### src/rtl/srad_pkg.sv
package srad_pkg;

    localparam int ADDR_W      = 10;
    localparam int BYTE_W      = 8;
    localparam int SHORT_DEPTH = 64;
    localparam int SHORT_AW    = 6;
    localparam int QUEUE_DEPTH = 2;
    localparam int QUEUE_PW    = 1;
    localparam int QUEUE_CW    = 2;

    localparam logic [BYTE_W-1:0] LONG_FLAG_MASK = 8'h80;
    localparam logic [BYTE_W-1:0] ZERO_BYTE      = 8'h00;

    typedef enum logic [3:0] {
        PH_IDLE  = 4'b0001,
        PH_LONG2 = 4'b0010,
        PH_DATA  = 4'b0100,
        PH_DONE  = 4'b1000
    } phase_t;

    typedef enum logic [2:0] {
        CMD_NONE = 3'd0,
        CMD_SWR  = 3'd1,
        CMD_SRD  = 3'd2,
        CMD_LWR  = 3'd3,
        CMD_LRD  = 3'd4
    } cmd_op_t;

    typedef struct packed {
        cmd_op_t             op;
        logic [ADDR_W-1:0]   addr;
        logic [BYTE_W-1:0]   data;
        logic                long_acc;
    } cmd_t;

endpackage

### src/rtl/srad_queue.sv
module srad_queue (
    input  logic            aclk,
    input  logic            aresetn,
    input  logic            push,
    input  srad_pkg::cmd_t  push_cmd,
    output logic            full,
    input  logic            pop,
    output logic            not_empty,
    output srad_pkg::cmd_t  head_cmd
);

    import srad_pkg::*;

    cmd_t                  mem_reg [QUEUE_DEPTH];
    logic [QUEUE_PW-1:0]   wr_ptr_reg;
    logic [QUEUE_PW-1:0]   rd_ptr_reg;
    logic [QUEUE_CW-1:0]   count_reg, count_next;

    assign full      = (count_reg == QUEUE_CW'(QUEUE_DEPTH));
    assign not_empty = (count_reg != '0);
    assign head_cmd  = mem_reg[rd_ptr_reg];

    always_comb begin
        count_next = count_reg;
        if (push && !pop) begin
            count_next = count_reg + 1'b1;
        end else if (pop && !push) begin
            count_next = count_reg - 1'b1;
        end
    end

    always_ff @(posedge aclk) begin
        if (push) begin
            mem_reg[wr_ptr_reg] <= push_cmd;
        end
    end

    always_ff @(posedge aclk) begin
        if (!aresetn) begin
            wr_ptr_reg <= '0;
            rd_ptr_reg <= '0;
            count_reg  <= '0;
        end else begin
            if (push) begin
                wr_ptr_reg <= wr_ptr_reg + 1'b1;
            end
            if (pop) begin
                rd_ptr_reg <= rd_ptr_reg + 1'b1;
            end
            count_reg <= count_next;
        end
    end

endmodule

### config.mk
export PLATFORM = sky130hd
export DESIGN_NAME = srad_queue
export DESIGN_NICKNAME = d
export VERILOG_FILES = /design/src/rtl/srad_pkg.sv /design/src/rtl/srad_queue.sv
export SDC_FILE = /design/constraint.sdc
export NUM_CORES = 1
export LEC_CHECK = 0
export BUFFER_PORTS_ARGS = -buffer_cell sky130_fd_sc_hd__buf_2
export CAP_MARGIN = 5
export CORE_MARGIN = 4
export CORE_UTILIZATION = 54
export CTS_CLUSTER_SIZE = 16
export DETAILED_ROUTE_END_ITERATION = 10
export GPL_TIMING_DRIVEN = 1
export HOLD_SLACK_MARGIN = 0.02
export PLACE_DENSITY_LB_ADDON = 0.05
export RECOVER_POWER = 50
export SYNTH_ARGS = -nofsm -noshare
export SYNTH_HDL_FRONTEND = slang
export SYNTH_SLANG_ARGS = --single-unit
### constraint.sdc
create_clock -name aclk -period 4.45 [get_ports aclk]
set_input_delay 0.2225 -clock aclk [delete_from_list [all_inputs] [get_ports aclk]]
set_output_delay 0.2225 -clock aclk [all_outputs]
set_load 0.02 [all_outputs]
==> flow_summary.ini <==
[global_routing]
grt_max_degree = 24
grt_usage_pct = 14.3
antenna_found_initial = 0
overflow = 0
grt_pass1_wl_um = 4370
grt_pass1_vias = 984

[sta]
clock.fmax_mhz = 468
hold_violations = 0
tightest_slew_ps = 1460
tns_ps = 0
timing.hold.ws_ps = 53.1
rsz0062_at_grt = false
final.period_utilization_pct = 48.1
slew_headroom_pct = 2.64
drv_slew = 0
period_minus_slack_ps = 2140
setup_viol = 0
fin_skew_ps = 6.96

[drt]
dr.pass1.iters = 4
avgViaCountPerCell = 4.83
post_drt_wl_per_cell_um = 13.9
wirelength_um = 2870
vias = 994
drc = 0
first_iter_violations = 32
ant_nets = 0

[cells_and_area]
diodes = 0
mostFrequentLayoutCells = 44 x edfxtp_1, 34 x buf_2, 22 x mux2_2
drive_above_1_share_pct = 40.7
largest_register_ffs = 44
mostFrequentLayoutCell = edfxtp_1
area_delta_synth_final_pct = 29.1
nets = 188

[die]
die-height_um = 65.7
dieArea_mm2 = 0.00432
initial_core_util_pct = 57.6
fp.dieW_um = 65.7
core_area_mm2 = 0.00313
io_pins = 50
core.rowCount = 20

[synth]
syn_avg_cell_area_um2 = 20.0
syn-num-nets = 117
synth_area_mm2 = 0.00180
yosysSeqAreaShare_pct = 78.9
syn_inst = 90
synth_warnings = 0
netlist-cell-type-count = 16
synth-seq-cells = 49

[worst_setup_path]
cp.arrival_ps = 1920
crit_path_max_fanout = 22
critical-path-max-stage-delay_ps = 980
required_ps = 4230
critPathKind = register to output port
cp-start-kind = register
cp_cell_sequence = mux2_2 > buf_2
cp-end-kind = output port
crit_path_top_delay_cell = dfxtp_1

[place]
io_buffers = 49
gp_congestion = 0.661
place_hpwl_um = 1890

[min_path]
hp-class = input port to register

[power_and_ir_drop]
intPower_mw = 0.710
p_per_area_mw_per_mm2 = 396
swShare_pct = 22.9
peakVddDrop_mv = 0.266
p_comb_share_pct = 13.7
pwr-share-clk_pct = 27.2
p_switching_mw = 0.211
seq_power_share_pct = 59.1
leakage_nw = 0.860

[clock_network]
clock-sinks = 49
clk_pin_slew_ps = 130
root_buffer = clkbuf_4
cts_setup_buffers = 0
cts.repair.resized = 0
cts_buffers = 5
holdBufCountCts = 0
h-tree-depth = 2
clkLatencyLatePin_ps = 350
cts_buffer_depth = 2
cts_tree = yes

[run_status]
run_status = finished clean

[flow_run]
maxCapViolCount = 0
==> critical path, delay by kind of cell (launching register included) <==
family | cells | cell delay (ps)
buffers and inverters | 1 | 160
muxes | 1 | 430
DFF | 1 | 980
==> power by group through the flow <==
stage	Clock (mW)	Combinational (mW)	Sequential (mW)
finish	0.250	0.127	0.545
global route	0.287	0.137	0.548
CTS	0.259	0.120	0.545
detailed placement	0	0.119	0.556
global placement	0	0.118	0.554
floorplan	0	0.0843	0.546
==> Yosys cell counts (all sizes together) <==
master   n  area share (%)
dfxtp    5             5.6
xor2     2            0.97
or2      1            0.35
edfxtp  44              73
buf      2            0.56
mux2    22              14
inv      1            0.21
o21a     1            0.42
and2     4             1.4
ha       1            0.69
a21boi   1            0.42
xnor2    1            0.49
and2b    1            0.49
or3      1            0.35
nor2b    2            0.69
o21ai    1            0.28
==> cell type report <==
cell class	instances	area, um2
Sequential cell	49	1420
Fill cell	219	803
Timing Repair Buffer	66	397
Multi-Input combinational cell	38	368
Tap cell	44	55.1
Clock buffer	6	41.3
Clock inverter	2	38.8
Inverter	1	3.75
==> worst paths after layout <==
path	slack, ps	cells after the start	end	start
min reg2reg	530	2	count_reg[1]	count_reg[1]
min	50	1	mem_reg[0][15]	push_cmd[15]
max	2310	2	head_cmd[13]	register
max reg2reg	2580	1	mem_reg[1][15]	wr_ptr_reg
==> metal layers <==
metal	vias to the layer above	routed length (um)	track usage [%]	share of wire, %
li1	482	-	-	-
met1	476	1030	14.8	36
met2	30	1610	25.4	56
met3	6	192	5.64	6.7
met4	0	36	6.22	1.3
met5	-	0	0	0
==> through the flow <==
step / power [mW] / instance area [um2] / std cells / utilization [%] / setup WS (ps)
after detailed placement: 0.675 / 2090 / 181 / 66.9 / 2690
after global routing: 0.972 / 2320 / 206 / 74.3 / 2160
after floorplan: 0.630 / 1800 / 90 / - / 2710
after CTS: 0.924 / 2170 / 189 / 69.5 / 2250
final: 0.921 / 2320 / 206 / 74.3 / 2310
after global placement: 0.672 / 2090 / 181 / 66.9 / 2670
==> logic make-up after synthesis <==
logic type / Yosys count / share of synthesized area, %
mux: 22 / 13.8
compound gates: 3 / 1.11
simple gates: 9 / 3.27
buf+inv: 3 / 0.764
flops: 49 / 78.9
fa+ha+maj: 1 / 0.695
xor+xnor: 3 / 1.46
No activity file was read; power rests on OpenSTA's default activity.
