`src/rtl/srad_pkg.sv`:
```
package srad_pkg;

    localparam int ADDR_W      = 10;
    localparam int BYTE_W      = 8;
    localparam int SHORT_DEPTH = 64;
    localparam int SHORT_AW    = 6;
    localparam int QUEUE_DEPTH = 2;
    localparam int QUEUE_PW    = 1;
    localparam int QUEUE_CW    = 2;

    localparam logic [BYTE_W-1:0] LONG_FLAG_MASK = 8'h80;
    localparam logic [BYTE_W-1:0] ZERO_BYTE      = 8'h00;

    typedef enum logic [3:0] {
        PH_IDLE  = 4'b0001,
        PH_LONG2 = 4'b0010,
        PH_DATA  = 4'b0100,
        PH_DONE  = 4'b1000
    } phase_t;

    typedef enum logic [2:0] {
        CMD_NONE = 3'd0,
        CMD_SWR  = 3'd1,
        CMD_SRD  = 3'd2,
        CMD_LWR  = 3'd3,
        CMD_LRD  = 3'd4
    } cmd_op_t;

    typedef struct packed {
        cmd_op_t             op;
        logic [ADDR_W-1:0]   addr;
        logic [BYTE_W-1:0]   data;
        logic                long_acc;
    } cmd_t;

endpackage

```
`src/rtl/srad_front.sv`:
```
module srad_front (
    input  logic                aclk,
    input  logic                aresetn,
    input  logic                accept,
    input  logic [7:0]          rx_byte,
    input  logic                frame_start,
    output srad_pkg::cmd_t      cmd
);

    import srad_pkg::*;

    phase_t             phase_reg, phase_next;
    logic [ADDR_W-1:0]  addr_reg, addr_next;
    logic               wr_reg, wr_next;
    logic               long_reg, long_next;
    cmd_op_t            op;

    always_comb begin
        phase_next = phase_reg;
        addr_next  = addr_reg;
        wr_next    = wr_reg;
        long_next  = long_reg;
        op         = CMD_NONE;
        if (frame_start) begin
            if ((rx_byte & LONG_FLAG_MASK) == ZERO_BYTE) begin
                addr_next  = {4'b0000, rx_byte[6:1]};
                wr_next    = rx_byte[0];
                long_next  = 1'b0;
                phase_next = PH_DATA;
            end else begin
                addr_next  = {rx_byte[6:0], 3'b000};
                wr_next    = 1'b0;
                long_next  = 1'b1;
                phase_next = PH_LONG2;
            end
        end else begin
            unique case (phase_reg)
                PH_LONG2: begin
                    addr_next  = {addr_reg[ADDR_W-1:3], rx_byte[7:5]};
                    wr_next    = rx_byte[4];
                    phase_next = PH_DATA;
                end
                PH_DATA: begin
                    if (long_reg) begin
                        op = wr_reg ? CMD_LWR : CMD_LRD;
                    end else begin
                        op = wr_reg ? CMD_SWR : CMD_SRD;
                    end
                    phase_next = PH_DONE;
                end
                PH_IDLE, PH_DONE: begin
                    phase_next = phase_reg;
                end
                default: begin
                    phase_next = PH_IDLE;
                end
            endcase
        end
    end

    always_ff @(posedge aclk) begin
        if (!aresetn) begin
            phase_reg <= PH_IDLE;
            addr_reg  <= '0;
            wr_reg    <= 1'b0;
            long_reg  <= 1'b0;
        end else if (accept) begin
            phase_reg <= phase_next;
            addr_reg  <= addr_next;
            wr_reg    <= wr_next;
            long_reg  <= long_next;
        end
    end

    assign cmd.op       = op;
    assign cmd.addr     = addr_reg;
    assign cmd.data     = rx_byte;
    assign cmd.long_acc = (phase_next == PH_IDLE) ? 1'b0 : long_next;

endmodule

```
`config.mk`:
```
export PLATFORM = sky130hd
export DESIGN_NAME = srad_front
export DESIGN_NICKNAME = d
export VERILOG_FILES = /design/src/rtl/srad_pkg.sv /design/src/rtl/srad_front.sv
export SDC_FILE = /design/constraint.sdc
export NUM_CORES = 1
export LEC_CHECK = 0
export ABC_AREA = 0
export BUFFER_PORTS_ARGS = -buffer_cell sky130_fd_sc_hd__buf_2
export CAP_MARGIN = 20
export CORE_ASPECT_RATIO = 1.4
export CORE_UTILIZATION = 45
export CTS_BUF_LIST = sky130_fd_sc_hd__clkbuf_4 sky130_fd_sc_hd__clkbuf_8
export DETAILED_ROUTE_END_ITERATION = 7
export HOLD_SLACK_MARGIN = 0.1
export PLACE_DENSITY_LB_ADDON = 0.15
export SLEW_MARGIN = 40
export SYNTH_ARGS = -nofsm -noshare
export SYNTH_HDL_FRONTEND = slang
export SYNTH_SLANG_ARGS = --single-unit
```
`constraint.sdc`:
```
create_clock -name aclk -period 1.1 [get_ports aclk]
set_input_delay 0.11 -clock aclk [delete_from_list [all_inputs] [get_ports aclk]]
set_output_delay 0.11 -clock aclk [all_outputs]
set_load 0.05 [all_outputs]
```
==> flow_results.org, run 1 <==
** Run status
- The run finished, with violations left.
- The checks that failed: setup timing.

** Pwr
- Highest ir drop seen on vdd :: 888 uV
- Power Dens Cells :: 1090 nW/um^2
- Total design power :: 1.34 mW
- Leakage component of the power :: 0.615 nW

** Logic synthesis
- Share of the synthesized area in compound gates (AO/OA/AOI/OAI) :: 0.191
- The largest total area in the synthesized netlist belongs to dfxtp_1.
- Part of the Yosys area used for sequential elements :: 0.357
- Synthesis produced 102 cells.
- By area, the combinational part of the netlist is dominated by simple AND/OR/NAND/NOR gates.
- Of the post-synthesis cell area, the dominant cell type holds 0.357.
- Counting instances in the post-synthesis netlist gives the leading cell types as dfxtp_1, nand2_1, buf_4.
- In this run the mean area of a mapped cell was 8.81 um^2.
- Of the total synthesized cell area, the portion taken by XOR and XNOR cells is 0.00975.
- Post-synth top flop :: dfxtp_1
- Simple-gate portion of the synthesized area :: 0.255
- In this run, distinct cell masters in the synthesized netlist total 31.
- Synthesized cell area :: 898 um^2
- Top post-synthesis cells by area :: dfxtp_1, mux2i_1, buf_4, nand2_1, a21boi_0
- Proportion of synthesized flip-flops having asynchronous set or reset :: 0
- The Yosys step of the flow raised 0 warnings.
- In this run, synthesis produced a sequential element count of 16.
- Measured against the total synthesized area, the mux share comes to 0.0669.
- Synthesis produced a netlist with a net count of 115.
- Number of flops mapped to enable cells by yosys :: 0
- Of the total synthesized cell area, the portion taken by full adders, half adders and majority gates is 0.0139.

** Setup path
- CP top delay family :: compound AO/OA/AOI/OAI gates
- The number of buffers and inverters on the critical path is 1.
- The largest individual stage delay along the critical path comes from the cell dfxtp_4.
- STA classifies the critical path endpoint as an output port.
- Path type of the worst setup path :: flip-flop to output port
- Of all nets on the critical path, the largest fanout is 4.
- For the worst flop-to-flop path, the logic depth is 5.
- Data arrives at the worst endpoint at 1.40 ns.
- Largest incremental delay on the critical path :: 0.37 ns
- STA classifies the critical path startpoint as a flip-flop.
- Required time at the worst-slack endpoint :: 0.99 ns
- Crit. path cell count :: 4
- Ordered cell list for the critical path :: xor2_1, o21a_1, a32o_2, buf_6
- Slack of the worst reg-to-reg path :: -0.39 ns

** Finish
- In the final design database the tool counted 153 nets.
- Compared with the post-synthesis result, the final layout area differs by 36.4%.
- The register with the most flip-flops in the layout has 10 of them.
- Fraction of layout cells with a size suffix above 1 :: 0.482
- Number of inserted diodes :: 0

** Routing
- Length of the first detailed-routing pass in iterations :: 4
- ANT nets after route :: 0
- Count of routing violations after the opening detailed-route iteration :: 6
- After detailed routing, the total wire length is 2010 um.
- DR DRC count :: 0
- Number of vias after detailed routing :: 830
- Avg WL per Cell :: 12.6 um
- Vias per cell :: 5.22

** Flow run
- Max Cap Violations :: 0

** Global routing
- Vias in the first global route :: 681
- After global routing, the most crowded layer is met2.
- For this run the aggregate overflow at the end of global routing stands at 0.
- Met1 track demand over resource in global routing :: 0.206
- For met3 alone, demand over resource in global routing was 0.0366.
- Entering global routing, the biggest net connects 21 pins.
- The initial antenna violation count came to 0.
- Global-route wire length before repair :: 2910 um
- For this run, global-route usage on met2 was measured as 0.361.
- Gr usage total :: 0.198

** Timing
- Timing would allow up to 662 MHz.
- Setup tns final :: -3.64 ns
- Number of pins with negative max-slew slack in the final report :: 0
- After layout, the worst setup slack is -0.411 ns.
- Setup repair after global routing missed its margin :: yes
- Clk_skew :: 0.00337 ns
- Setup violations remaining at the end of the flow were counted as 11.
- For the pin with the worst max-slew slack, the measured transition is 0.370 ns.
- Dividing the final minimum period by the clock period gives 1.37.
- The count of final hold-check violations was 0.
- Hold is met by 0.113 ns.
- Relative slew slack :: 0.753
- Final Critical Period :: 1.51 ns

** Placed design
- Final weighted congestion in routability-driven placement :: 0.689
- DP HPWL :: 1400 um
- Number of port buffers :: 33

** Die
- I/O pin count :: 34
- Standard-cell row count :: 18
- For this configuration, the core starts out at a cell density of 0.492.
- Die boundary height :: 54.9 um
- Floorplan die area :: 2180 um^2
- Core area :: 1820 um^2
- Measured along the x axis, the die boundary spans 39.8 um.

** Clocking
- Number of buffers created by CTS :: 3
- Root buf cell :: clkbuf_4
- TritonCTS built the clock tree.
- CTS saw 16 sinks.
- In this run the number of H-tree levels came out at 1.
- Hold-fix buffer count after cts :: 0
- Clock Pin Slew Worst Setup and Hold Paths :: 0.09 ns
- Worst-case clock buffer depth :: 2
- Clock latency reported for the late side of the worst-skew pair :: 0.28 ns

** Min path
- Along the worst hold path, the cell count comes to 3.
- Worst hold path type :: input pin to flip-flop
-- worst paths after layout --
kind,startpoint,end
setup / recovery,phase_reg[2],cmd[0]
hold / removal,rx_byte[4],addr_reg[7]
setup reg to reg,phase_reg[2],addr_reg[2]
hold reg to reg,addr_reg[1],addr_reg[1]
-- cells in the final DEF, fill, tap and decap left out, types with 2 or more instances in the layout --
master,instances
dfxtp_1,11
o21ai_0,5
buf_4,12
clkbuf_4,4
nand2_1,16
a21boi_0,6
nand3_1,4
buf_6,3
inv_1,2
and2_4,3
mux2i_1,6
o211a_1,3
buf_2,29
nand2b_1,3
nor2b_1,3
dfxtp_2,4
and3b_1,3
buf_8,3
-- layer usage --
| layer | up-vias | routed length, um | part of all wire |
|---|---|---|---|
| li1 | 426 | - | - |
| met1 | 384 | 837 | 0.42 |
| met2 | 18 | 1090 | 0.54 |
| met3 | 2 | 71 | 0.035 |
| met4 | 0 | 12 | 0.0060 |
| met5 | - | 0 | 0 |
-- where the power goes --
part,internal (mW),total [mW],switching [mW]
registers,0.605,0.623,0.0178
logic,0.132,0.363,0.231
clock network,0.165,0.351,0.186
-- worst reg2reg max path, cell delays in order (launching register included) --
cell and delay (ns):
dfxtp_4 0.37, buf_4 0.13, buf_6 0.11, nor4b_4 0.36, o32ai_2 0.13, o31a_1 0.29
-- logic make-up after synthesis --
kind of cell | after synthesis
and+or+nand+nor | 39
muxes | 6
AOI/OAI and AO/OA | 23
DFF | 16
xor gates and xnor gates | 1
adders and majority gates | 1
buffers and inverters | 16
-- repair_timing --
action                                  CTS  global route
endpoints found under the hold margin     0             0
resized for setup                        15             5
pin swaps                                 3             4
setup buffers                             2             5
endpoints found under the setup margin    9            11
-- stage by stage --
step / setup WS, ns / utilization / instance area (um^2) / instances
6_report: -0.411 / 0.671 / 1220 / 159
5_1_grt: -0.491 / 0.671 / 1220 / 159
4_1_cts: -0.392 / 0.636 / 1160 / 154
3_5_place_dp: -0.186 / 0.585 / 1070 / 148
3_3_place_gp: -0.161 / 0.585 / 1070 / 148
2_1_floorplan: -0.0263 / - / 913 / 102
-- final cells by class --
| class | instances | area [um^2] |
|---|---|---|
| Fill cell | 167 | 599 |
| Inverter | 2 | 7.51 |
| Clock buffer | 4 | 30.0 |
| Tap cell | 20 | 25.0 |
| Sequential cell | 16 | 329 |
| Timing Repair Buffer | 47 | 314 |
| Multi-Input combinational cell | 70 | 519 |
No activity file was read; power rests on OpenSTA's default activity.
==> run 2, diff against run 1 <==
--- a/config.mk
+++ b/config.mk
@@ -9,8 +9,8 @@
 export BUFFER_PORTS_ARGS = -buffer_cell sky130_fd_sc_hd__buf_2
 export CAP_MARGIN = 20
 export CORE_ASPECT_RATIO = 1.4
-export CORE_UTILIZATION = 45
-export CTS_BUF_LIST = sky130_fd_sc_hd__clkbuf_4 sky130_fd_sc_hd__clkbuf_8
+export CORE_UTILIZATION = 43
+export CTS_BUF_LIST = sky130_fd_sc_hd__clkbuf_16
 export DETAILED_ROUTE_END_ITERATION = 7
 export HOLD_SLACK_MARGIN = 0.1
 export PLACE_DENSITY_LB_ADDON = 0.15
==> run 2 against run 1 <==
  * The run still ends with setup timing left
  * Count of clock-buffer cells in the layout down 1
  * Non-clock buffer count is 3 lower
  * Power up 25%
  * Routed wire length up 4.1%
  * Register-to-register slack gained 0.07 ns
  * Fmax grew 4.9%
  * Global-route usage fell by 0.29 points
  * Clock power grew 97%
  * Setup slack better by 0.071 ns
  * Critical path depth unchanged
  * Core utilization shrank 3.9 points
  * Clock skew barely moved
==> flow_results.org, run 2 (synthesis results as in run 1) <==
** Run status
- Status :: finished with violations (unchanged)
- Violated checks :: setup timing (unchanged)

** Routing
- The total wire length after detailed routing came to 2090 um (was 2010 um).
- Count of routing violations after the opening detailed-route iteration :: 17 (was 6)
- Avg WL per Cell :: 13.3 um (was 12.6 um)
- Vias per cell :: 5.37 (was 5.22)
- ANT nets after route :: 0 (unchanged)
- The residual DRC count was 0 (unchanged).
- Length of the first detailed-routing pass in iterations :: 4 (unchanged)
- The detailed-route via count is 843 (was 830).

** Placed design
- The number of port buffers was 33 (unchanged).
- DP HPWL :: 1430 um (was 1400 um)
- Pre-CTS setup slack :: -0.178 ns (was -0.186 ns)
- The final weighted congestion of routability-driven global placement is 0.636 (was 0.689).

** Flow run
- The total of max-cap violations came to 0 (unchanged).

** Setup path
- Required time at the worst-slack endpoint :: 0.99 ns (about the same)
- The start of the worst register-to-register path is phase_reg[2] (unchanged).
- Critical path capture point type :: output port (unchanged)
- The endpoint arrival time on the critical path is 1.33 ns (was 1.40 ns).
- Nature of the critical path startpoint :: flip-flop (unchanged)
- The number of cells on the worst reg-to-reg path came to 5 (unchanged).
- The end of the worst register-to-register path was addr_reg[2] (unchanged).
- Slack of the worst reg-to-reg path :: -0.32 ns (was -0.39 ns)
- The maximum fanout along the worst path is 6 (was 4).
- Start point of the critical path :: phase_reg[2] (unchanged)
- Path type of the worst setup path :: flip-flop to output port (unchanged)

** Timing
- Relative slew slack :: 0.751 (was 0.753)
- Pin slew with the least headroom to its limit :: 0.373 ns (was 0.370 ns)
- Setup tns final :: -2.41 ns (was -3.64 ns)
- Setup repair after global routing missed its margin :: yes (unchanged)
- Number of pins with negative max-slew slack in the final report :: 0 (unchanged)
- The count of final hold-check violations came to 0 (unchanged).
- Final worst-path setup slack :: -0.340 ns (was -0.411 ns)
- The number of endpoints failing setup at the final stage is 10 (was 11).
- Clk_skew :: 0.00316 ns (was 0.00337 ns)
- The maximum clock rate came to 695 MHz (was 662 MHz).
- The final clock period utilization by the worst path is 1.31 (was 1.37).
- Final Critical Period :: 1.44 ns (was 1.51 ns)
- The worst hold margin was 0.166 ns (was 0.113 ns).

** Min path
- Worst hold path type :: input pin to flip-flop (unchanged)
- Startpoint of the tightest hold check path :: rx_byte[4] (unchanged)
- The worst hold path cell count was 3 (unchanged).
- Worst Hold Endpoint :: addr_reg[7] (unchanged)

** Global routing
- The first-pass GRT wire length came to 3060 um (was 2910 um).
- Number of antenna violations at the first check in global routing :: 0 (unchanged)
- Pin count of the biggest net entering global routing :: 21 (unchanged)
- Gr usage total :: 0.195 (was 0.198)
- The global-route congestion overflow total came to 0 (unchanged).
- Vias in the first global route :: 717 (was 681)

** Finish
- Multi-input combinational cell area :: 517 um^2 (was 519 um^2)
- Number of inserted diodes :: 0 (unchanged)
- Post-layout net count :: 150 (was 153)
- Number of fill cells in the layout :: 181 (was 167)
- Fraction of layout cells with a size suffix above 1 :: 0.456 (was 0.482)
- The number of flip-flops under the largest register name came to 10 (unchanged).
- The area added between synthesis and finish is 39.0% (was 36.4%).
- The share of the core filled with cells is 0.633 (was 0.671).
- Sequential standard cell area :: 332 um^2 (was 329 um^2)
- Most common cell after layout, fill and taps aside :: buf_2 (unchanged)
- Commonest cells after routing, fill and taps aside: buf_2, nand2_1, dfxtp_1 (was buf_2, nand2_1, buf_4).

** Clocking
- CTS tree :: done (unchanged)
- Clock Pin Slew Worst Setup and Hold Paths :: 0.05 ns (was 0.09 ns)
- Root buf cell :: clkbuf_16 (was clkbuf_4)
- The number of buffers inserted during clock tree synthesis was 3 (unchanged).
- H-tree depth reported by CTS :: 1 (unchanged)
- # clock sinks :: 16 (unchanged)
- The maximum buffer depth of the clock tree is 2 (unchanged).
- Clock latency reported for the late side of the worst-skew pair :: 0.24 ns (was 0.28 ns)

** Die
- Die boundary height :: 56.1 um (was 54.9 um)
- The starting density of the core was 0.455 (was 0.492).
- Core area :: 1970 um^2 (was 1820 um^2)
- I/O pin count :: 34 (unchanged)
- Die width :: 40.6 um (was 39.8 um)
- Floorplan die area :: 2280 um^2 (was 2180 um^2)
- Standard-cell row count :: 19 (was 18)

** Pwr
- The leakage power figure is 0.620 nW (was 0.615 nW).
- The overall power is 1.67 mW (was 1.34 mW).
- Highest ir drop seen on vdd :: 819 uV (was 888 uV)
- The power density over the cells is 1330 nW/um^2 (was 1090 nW/um^2).
-- run 2: area by class of cell --
type                    count  share of cell area
inverters                   2             0.00601
multi-input cells          70               0.414
clock inverters             1             0.00301
well taps                  21              0.0210
repair buffers             44               0.230
clock buffers               3              0.0601
flip-flops and latches     16               0.266
-- run 2: timing repair --
action                     4_1_cts  5_1_grt
hold endpoints to repair         0        0
gates resized for setup         18        2
setup endpoints to repair       11       11
pin swaps                        9        3
buffers inserted                 4        1
hold buffers                     0        0
-- run 2: metal layers --
metal / vias to the layer above / routed length [um] / GRT usage
met3: 2 / 81 / 0.0360
met1: 401 / 871 / 0.237
met5: - / 0 / 0
met4: 0 / 14 / 0.0714
li1: 416 / - / -
met2: 24 / 1120 / 0.322
-- run 2: worst max-delay path by stage --
stage                        endpoint  slack, ns  cells after the start
after global placement        cmd[21]      -0.14                      4
final                          cmd[0]      -0.34                      4
after global routing           cmd[0]      -0.38                      4
after floorplan           addr_reg[2]      -0.03                      3
after detailed placement      cmd[19]      -0.18                      4
after CTS                      cmd[0]      -0.34                      4
-- run 2: report_power, final --
| part | internal [mW] | switching (mW) | leakage [nW] | total [mW] |
|---|---|---|---|---|
| sequential | 0.607 | 0.0186 | 0.133 | 0.625 |
| clock | 0.481 | 0.212 | 0.0423 | 0.693 |
| combinational | 0.120 | 0.229 | 0.445 | 0.348 |
-- run 2: metrics by stage --
stage / cells / area [um^2]
finish: 157 / 1250
global route: 157 / 1250
CTS: 156 / 1230
detailed placement: 149 / 1070
global placement: 149 / 1070
floorplan: 102 / 913
-- run 2: critical path, stage by stage (launching register included) --
cell and delay (ns):
dfxtp_4 0.36, xor2_1 0.16, o21a_1 0.18, a32o_2 0.25, buf_6 0.15
==> run 3, diff against run 2 <==
--- a/config.mk
+++ b/config.mk
@@ -13,8 +13,10 @@
 export CTS_BUF_LIST = sky130_fd_sc_hd__clkbuf_16
 export DETAILED_ROUTE_END_ITERATION = 7
 export HOLD_SLACK_MARGIN = 0.1
-export PLACE_DENSITY_LB_ADDON = 0.15
+export PLACE_DENSITY_LB_ADDON = 0.1
+export SKIP_CTS_REPAIR_TIMING = 1
 export SLEW_MARGIN = 40
 export SYNTH_ARGS = -nofsm -noshare
 export SYNTH_HDL_FRONTEND = slang
 export SYNTH_SLANG_ARGS = --single-unit
+export TNS_END_PERCENT = 1
==> run 3 against run 2 <==
  * Hold slack better by 0.0079 ns
  * The run still ends with setup timing left
  * Design area is 2.9% lower
  * Clock skew is 0.0016 ns higher
  * Core utilization is 1.8 points lower
  * Non-clock buffer count is 1 lower
  * Count of clock-buffer cells in the layout stayed put
  * Routed wire length is 9.5% lower
  * Highest routed layer unchanged
  * Sequential power is 0.6% higher
  * Combinational power is 5.7% lower
  * Sequential share of layout area is 0.59 points higher
  * Largest cell class unchanged
  * First-iteration DRC count is 53% lower
==> flow_results.org, run 3 (synthesis results as in run 1) <==
** Run status
- Status :: finished with violations (unchanged)
- Violated checks :: setup timing (unchanged)

** Global routing
- Vias in the first global route :: 726 (was 717)
- The first-pass GRT wire length came to 3080 um (was 3060 um).
- The initial antenna violation count is 0 (unchanged).
- The largest net degree at the start of global routing is 21 (unchanged).
- The global-route congestion overflow total was 0 (unchanged).
- The total routing usage reported by global routing is 0.195 (about the same).

** Die
- The height of the die came to 56.1 um (unchanged).
- The number of top-level pins came to 34 (unchanged).
- Standard-cell row count :: 19 (unchanged)
- Floorplan die area :: 2280 um^2 (unchanged)
- Core area :: 1970 um^2 (unchanged)
- Die width :: 40.6 um (unchanged)
- Initial core utilization :: 0.455 (unchanged)

** Setup path
- Critical register-to-register path endpoint :: addr_reg[2] (unchanged)
- Startpoint of the most critical register-to-register path :: phase_reg[2] (unchanged)
- Path type of the worst setup path :: flip-flop to output port (unchanged)
- Required time at the worst-slack endpoint :: 0.99 ns (about the same)
- The internal reg-to-reg setup slack came to -0.17 ns (was -0.32 ns).
- The worst stage delay on the critical path came to 0.36 ns (about the same).
- WP buf/inv :: 1 (unchanged)
- Worst-path cell with the longest stage delay :: dfxtp_4 (unchanged)
- The kind of end point of the critical path is an output port (unchanged).
- The kind of launch point of the worst setup path is a flip-flop (unchanged).
- The timing startpoint of the critical path is phase_reg[2] (unchanged).
- The endpoint arrival time on the critical path is 1.34 ns (was 1.33 ns).
- Ordered cell list for the critical path :: xor2_1, o21a_1, a32o_2, buf_6 (unchanged)
- Worst setup endpoint :: cmd[0] (unchanged)
- Crit. path cell count :: 4 (unchanged)
- Largest fanout of any net on the critical path :: 6 (unchanged)
- The kind of cell adding the most delay to the critical path is compound AO/OA/AOI/OAI gates (unchanged).
- The number of cells on the worst reg-to-reg path came to 3 (was 5).

** Clocking
- Clock Pin Slew Worst Setup and Hold Paths :: 0.05 ns (about the same)
- H-tree depth reported by CTS :: 1 (unchanged)
- The maximum buffer depth of the clock tree came to 2 (unchanged).
- CTS tree :: done (unchanged)
- The clock tree root driver cell is clkbuf_16 (unchanged).
- # clock sinks :: 16 (unchanged)
- The source-to-sink clock delay at the later pin of the worst-skew pair came to 0.24 ns (about the same).
- Number of buffers created by CTS :: 3 (unchanged)

** Timing
- Pin slew with the least headroom to its limit :: 0.343 ns (was 0.373 ns)
- Final Critical Period :: 1.45 ns (was 1.44 ns)
- Setup repair after global routing missed its margin :: yes (unchanged)
- Clk_skew :: 0.00479 ns (was 0.00316 ns)
- Final worst-path setup slack :: -0.352 ns (was -0.340 ns)
- The worst hold margin is 0.174 ns (was 0.166 ns).
- The number of pins with negative max-slew slack in the final report came to 0 (unchanged).
- The final clock period utilization by the worst path came to 1.32 (was 1.31).
- The worst slew margin relative to its limit came to 0.770 (was 0.751).
- Hold violation total from the final report :: 0 (unchanged)
- The number of endpoints failing setup at the final stage came to 9 (was 10).
- The maximum clock rate was 689 MHz (was 695 MHz).

** Finish
- Max FFs per register :: 10 (unchanged)
- Number of inserted diodes :: 0 (unchanged)
- The most common cell after layout, fill and taps aside was buf_2 (unchanged).
- Fraction of layout cells with a size suffix above 1 :: 0.444 (was 0.456)
- Commonest cells after routing, fill and taps aside: buf_2, nand2_1, dfxtp_1 (unchanged).
- Layout Area Growth over Synthesis :: 35.0% (was 39.0%)
- Post-layout net count :: 149 (was 150)

** Pwr
- The power density over the cells came to 1360 nW/um^2 (was 1330 nW/um^2).
- Total design power :: 1.64 mW (was 1.67 mW)
- Leakage component of the power :: 0.608 nW (was 0.620 nW)
- Highest ir drop seen on vdd :: 1070 uV (was 819 uV)

** Routing
- ANT nets after route :: 0 (unchanged)
- Routed WL :: 1890 um (was 2090 um)
- Avg WL per Cell :: 12.1 um (was 13.3 um)
- The DRC marker count from the first detailed-route iteration was 8 (was 17).
- The detail-routed via count per cell was 5.28 (was 5.37).
- Length of the first detailed-routing pass in iterations :: 2 (was 4)
- The detailed-route via count came to 823 (was 843).
- DR DRC count :: 0 (unchanged)

** Placed design
- DP HPWL :: 1470 um (was 1430 um)
- The final weighted congestion of routability-driven global placement came to 0.660 (was 0.636).
- The number of port buffers came to 33 (unchanged).

** Flow run
- The total of max-cap violations was 0 (unchanged).

** Min path
- The worst min-delay path category is input pin to flip-flop (unchanged).
-- run 3: changes by cell type in the layout (fill, tap and decap cells not counted), sizes merged --
cell,delta
buf,-1
-- run 3: worst reg2reg max path: stages, from the launching register on --
cell and delay (ns):
dfxtp_4 0.36, nor4b_4 0.39, o32ai_1 0.15, o31a_1 0.24
-- run 3: stage by stage --
stage | std cells | util | setup TNS [ns] | setup slack, ns | area [um^2]
finish | 156 | 0.614 | -1.61 | -0.352 | 1210
global route | 156 | 0.614 | -2.20 | -0.394 | 1210
CTS | 156 | 0.591 | -2.37 | -0.433 | 1170
detailed placement | 152 | 0.551 | -1.17 | -0.172 | 1090
global placement | 152 | 0.551 | -0.915 | -0.122 | 1090
floorplan | 102 | - | -0.0701 | -0.0263 | 910
-- run 3: power breakdown --
group | switching [mW] | leakage (nW) | internal (mW)
Combinational | 0.218 | 0.433 | 0.110
Clock | 0.208 | 0.0423 | 0.480
Sequential | 0.0207 | 0.132 | 0.608
Total | 0.446 | 0.608 | 1.20
-- run 3: how the worst min path moves through the flow --
stage | start | to | depth (start not counted)
floorplan | rx_byte[4] | addr_reg[7] | 2
global placement | rx_byte[4] | addr_reg[7] | 3
detailed placement | rx_byte[4] | addr_reg[7] | 3
CTS | rx_byte[6] | addr_reg[9] | 3
global route | rx_byte[6] | addr_reg[9] | 3
finish | rx_byte[4] | addr_reg[7] | 3
-- run 3: area by class of cell --
class | instances | area [um^2]
fillers | 174 | 761
multi-input cells | 70 | 498
flip-flops and latches | 16 | 329
repair buffers | 43 | 273
clock buffers | 3 | 75.1
well taps | 21 | 26.3
inverters | 2 | 7.51
clock inverters | 1 | 3.75
-- run 3: per-layer routing --
metal  vias up  share of wire  GRT usage
li1        416              -          -
met1       380           0.39      0.241
met2        22           0.53      0.299
met3         5          0.057     0.0560
met4         0          0.017     0.0857
met5         -              0          0
